==> src/sv/lcrs_ram.sv <==
// ----------------------------------------------------------------------------
// lcrs_ram: generic simple dual-port RAM
// One write port, one read port, read data registered.
// ----------------------------------------------------------------------------
module lcrs_ram #(
   parameter int WIDTH = 16,
   parameter int DEPTH = 32
) (
   input  logic                     clock,
   input  logic                     we,
   input  logic [$clog2(DEPTH)-1:0] waddr,
   input  logic [WIDTH-1:0]         wdata,
   input  logic [$clog2(DEPTH)-1:0] raddr,
   output logic [WIDTH-1:0]         rdata
);

   logic [WIDTH-1:0] mem_ff [DEPTH];
   logic [WIDTH-1:0] rdata_ff;

   always_ff @(posedge clock) begin
      if (we) begin
         mem_ff[waddr] <= wdata;
      end
      rdata_ff <= mem_ff[raddr];
   end

   assign rdata = rdata_ff;

endmodule

==> config.mk <==
export PLATFORM = sky130hd
export DESIGN_NAME = lcrs_ram
export DESIGN_NICKNAME = d
export VERILOG_FILES = /design/src/sv/lcrs_ram.sv
export SDC_FILE = /design/constraint.sdc
export NUM_CORES = 1
export LEC_CHECK = 0
export CELL_PAD_IN_SITES_DETAIL_PLACEMENT = 0
export CELL_PAD_IN_SITES_GLOBAL_PLACEMENT = 1
export CORE_MARGIN = 2
export CORE_UTILIZATION = 53
export CTS_CLUSTER_SIZE = 40
export DETAILED_ROUTE_END_ITERATION = 12
export DONT_BUFFER_PORTS = 1
export PLACE_DENSITY_LB_ADDON = 0.1
export SETUP_SLACK_MARGIN = 0.1
export SYNTH_ARGS = -nofsm -noshare
export SYNTH_HDL_FRONTEND = slang
export SYNTH_SLANG_ARGS = --single-unit
==> constraint.sdc <==
create_clock -name clock -period 2.8 [get_ports clock]
set_clock_uncertainty 0.1 [all_clocks]
set_input_delay 0.14 -clock clock [delete_from_list [all_inputs] [get_ports clock]]
set_output_delay 0.14 -clock clock [all_outputs]
set_load 0.005 [all_outputs]
# Word-level counts from Yosys, hierarchy flattened
# Memory sizes are Yosys's and may differ from the RTL's. A register that Yosys moved wholly into a read port is not among the register bits.
# Cells that the tools add are included.
classes:
  muxes: 2
ops:
  columns: ["cell", "n"]
  rows:
  - ["1-bit 2-to-1 mux", 2]
totals:
  word_cells: 3
  input_bits: 28
  reg_bits: 0
  mem_count: 1
  mem_bits_rw: 512
  output_inout_bits: 16
memory_table:
  columns: ["memory", "depth", "width", "rd", "rd_ports_with_merged_regs", "write_ports", "line", "text"]
  rows:
  - ["mem_ff", 32, 16, 1, 1, 1, "17", "logic [WIDTH-1:0] mem_ff [DEPTH];"]

# Logic depth before layout (Yosys ltp)
logic_depth:
  ltp_word: 2
  depth_mapped: 8
  ltp_nobuf: 5

# Worst setup path before layout
# OpenSTA, ideal clock, no wires.
synth_timing:
  path_kind: "input -> register"
  startpoint: "input port waddr[1]"
  endpoint: "memory mem_ff[12][0] (enable)"
  cell_stages: 3
  required_ps: 2312
  path_slack_ps: 820
  n_path_buf: 1
  setup_ps: 388
  arrival_ps: 1492
  path_cell_list: "or3b_2 clkbuf_1 nor2_1"
synth_lines:
  columns: ["item", "line", "text"]
  rows:
  - ["start, declared", "11", "input logic [$clog2(DEPTH)-1:0] waddr,"]
  - ["end, declared", "17", null]
# Straight into the memory's write port.

==> results.json <==
{
  "io_buffer_count": 0,
  "pin_count": 44,
  "clock_path_buffers": 3,
  "drive_above_1_share_pct": 12.4,
  "cpMostUsedCell": "dlygate4sd3_1",
  "drtIter0Drc": 957,
  "period_share_pct": 93.4,
  "crit_family": "buffers and inverters",
  "synthArstFlopShare_pct": 0,
  "hold_ws_ns": 0.0336,
  "fp.dieW_um": 201,
  "antenna_found_initial": 1,
  "synth_nets": 1171,
  "gp_congestion": 0.749,
  "timing.fmax_mhz": 382,
  "slew_headroom_pct": 37.5,
  "grt-ovfl-total": 0,
  "avgRoutedWirePerCell_um": 28.2,
  "grt_setup_unrepaired": "no",
  "cp_max_fo": 56,
  "cts-root-buf": "clkbuf_16",
  "grt_usage_pct": 25.5,
  "cap_violations": 0,
  "grt_pass1_wl_um": 73600,
  "clkLatencyLatePin_ns": 0.60,
  "min_from": "waddr[4]",
  "tns_ns": 0,
  "drv_slew": 0,
  "drc": 0,
  "dieArea_um2": 40300,
  "grt_pass1_vias": 10700,
  "netlist_area_um2": 20500,
  "p_leak_uw": 0.00821,
  "worstSetupPathType": "input pin to register",
  "dp_hpwl_um": 26900,
  "num_vias": 10700,
  "clk_pin_slew_ns": 0.06,
  "coreArea_um2": 38500,
  "tightest_slew_ns": 0.937,
  "cts_made_buffers": 53,
  "place_ws_ns": 0.856,
  "setup_viol": 0,
  "vias_per_cell": 5.98,
  "crit_path_top_delay_cell": "dlygate4sd3_1",
  "htreeDepth": 2,
  "die_y_um": 201,
  "tritoncts": "yes",
  "ir_worst_vdd_mv": 0.587,
  "syn_area_per_cell_um2": 18.0,
  "fin_crit_ns": 2.61,
  "final-hold-violation-count": 0,
  "cp_slowest_stage_delay_ns": 0.61,
  "cp_data_required_time_ns": 3.19,
  "setup_ws_ns": 0.185,
  "area_growth_pct": 14.5,
  "r2r-start": "mem_ff[25][6]",
  "critPathCaptureType": "register",
  "synth_cell_types": 26,
  "drtPass1Iterations": 6,
  "start_kind": "input pin",
  "path_cells": "dlygate4sd3_1, nor2_4, buf_12, a22oi_1, nand4_1, dlygate4sd3_1, nand3_1, dlygate4sd3_1",
  "nNetsFinal": 1256,
  "ys_ff_latch": 528,
  "rows": 72,
  "cp.arrival_ns": 3.01,
  "grt_max_degree": 183,
  "cts_sinks": 528,
  "seq_area_frac_synth_pct": 76.4,
  "hp-class": "input pin to register",
  "start_util_pct": 53.4,
  "powerDensity_nw_per_um2": 712,
  "synth_edf_count": 512,
  "outcome": "finished, final reports clean",
  "cp_num_buf_inv": 4,
  "cts_resized": 0,
  "diodes": 0,
  "ant_nets": 0,
  "crit_path_start": "raddr[2]",
  "syn_inst": 1143,
  "yosysWarnings": 0,
  "utilization_pct": 61.1,
  "ys_dominant_reg_cell": "edfxtp_1",
  "drt-total-wl_um": 50500
}
-- per-layer routing --
layer,vias to the layer above,share of wire (%),GRT usage (%)
li1,4728,-,-
met3,79,6.4,3.69
met4,0,2.9,9.18
met1,5481,44,36.8
met2,406,47,40.0
met5,-,0,0
-- through the flow --
stage	instances	area [µm²]	total power, µW
floorplan	1143	20500	9480
global route	1789	23500	17200
CTS	1786	23500	16800
finish	1789	23500	16700
global placement	1635	21000	9550
detailed placement	1635	21000	9550
-- logic make-up after synthesis --
family                 count (synthesis)  share of synthesized area [%]
and+or+nand+nor                      148                           3.49
muxes                                256                           12.5
AOI/OAI and AO/OA                    144                           4.97
DFF                                  528                           76.4
buffers and inverters                 67                           2.63
-- path summary, 6_finish.rpt --
path,end,slack (ns),cells past startpoint
max,rdata[6],0.19,8
min,mem_ff[5][12],0.03,4
max reg2reg,rdata[6],0.55,6
min reg2reg,rdata[10],0.52,4
-- worst min-delay path, stage by stage --
cell     delay (ns)
nor2_1         0.02
nand2_1        0.11
nor2_1         0.05
buf_4          0.21
-- power by group --
group | internal [µW] | total, µW | switching, µW
logic | 325 | 832 | 507
registers | 8780 | 8840 | 57.8
clock network | 4160 | 7060 | 2900
-- final cells by class --
cell class | instances | area (µm²)
clock buffer | 69 | 1440
clock inverter | 29 | 290
fill | 2847 | 15000
multi-input combinational | 548 | 4350
sequential | 528 | 15700
tap | 518 | 648
timing repair buffer | 97 | 1100
-- cell usage after synthesis (2+ instances only) --
| master | n | area share (%) |
|---|---|---|
| nand4_1 | 16 | 0.49 |
| a31oi_1 | 16 | 0.49 |
| nand2_1 | 33 | 0.60 |
| buf_4 | 19 | 0.69 |
| buf_6 | 6 | 0.33 |
| nor3_1 | 16 | 0.39 |
| nor2b_1 | 2 | 0.061 |
| clkbuf_1 | 12 | 0.22 |
| nand3b_1 | 5 | 0.18 |
| or3b_2 | 3 | 0.13 |
| edfxtp_1 | 512 | 75 |
| buf_8 | 6 | 0.44 |
| a22o_1 | 32 | 1.4 |
| buf_2 | 19 | 0.46 |
| a22oi_1 | 64 | 2.3 |
| buf_12 | 5 | 0.49 |
| a21oi_1 | 32 | 0.78 |
| nand2b_1 | 2 | 0.061 |
| nand3_1 | 34 | 0.83 |
| dfxtp_1 | 16 | 1.6 |
| nor2_1 | 33 | 0.60 |
| mux2i_1 | 256 | 12 |
-- what timing repair did --
item / CTS / global route
setup endpoints to repair: 0 / 1
setup buffers: 0 / 4
hold buffers: 53 / 0
hold endpoints to repair: 656 / 0
-- registers in the layout (all words and copies together), names as in the netlist --
signal / flops
mem_ff: 512
rdata: 16
-- cell usage in the layout, fill, tap and decap left out, types with 2 or more instances in the layout --
master and n:
buf_12 21, edfxtp_1 512, dfxtp_1 16, a31oi_1 16, clkinv_2 12, nand3_1 34, buf_4 41, or3b_2 3
nand3b_1 5, clkbuf_16 55, nor2_1 21, nor3_1 16, mux2i_1 256, a22oi_1 64, nand2b_1 2, a21oi_1 32
nand4_1 16, a22o_1 32, bufinv_16 6, nand2_1 33, clkbuf_1 13, clkinv_1 9, nor2_2 12, dlygate4sd3_1 34
nor2b_4 2
(Power assumes the default switching activity.)
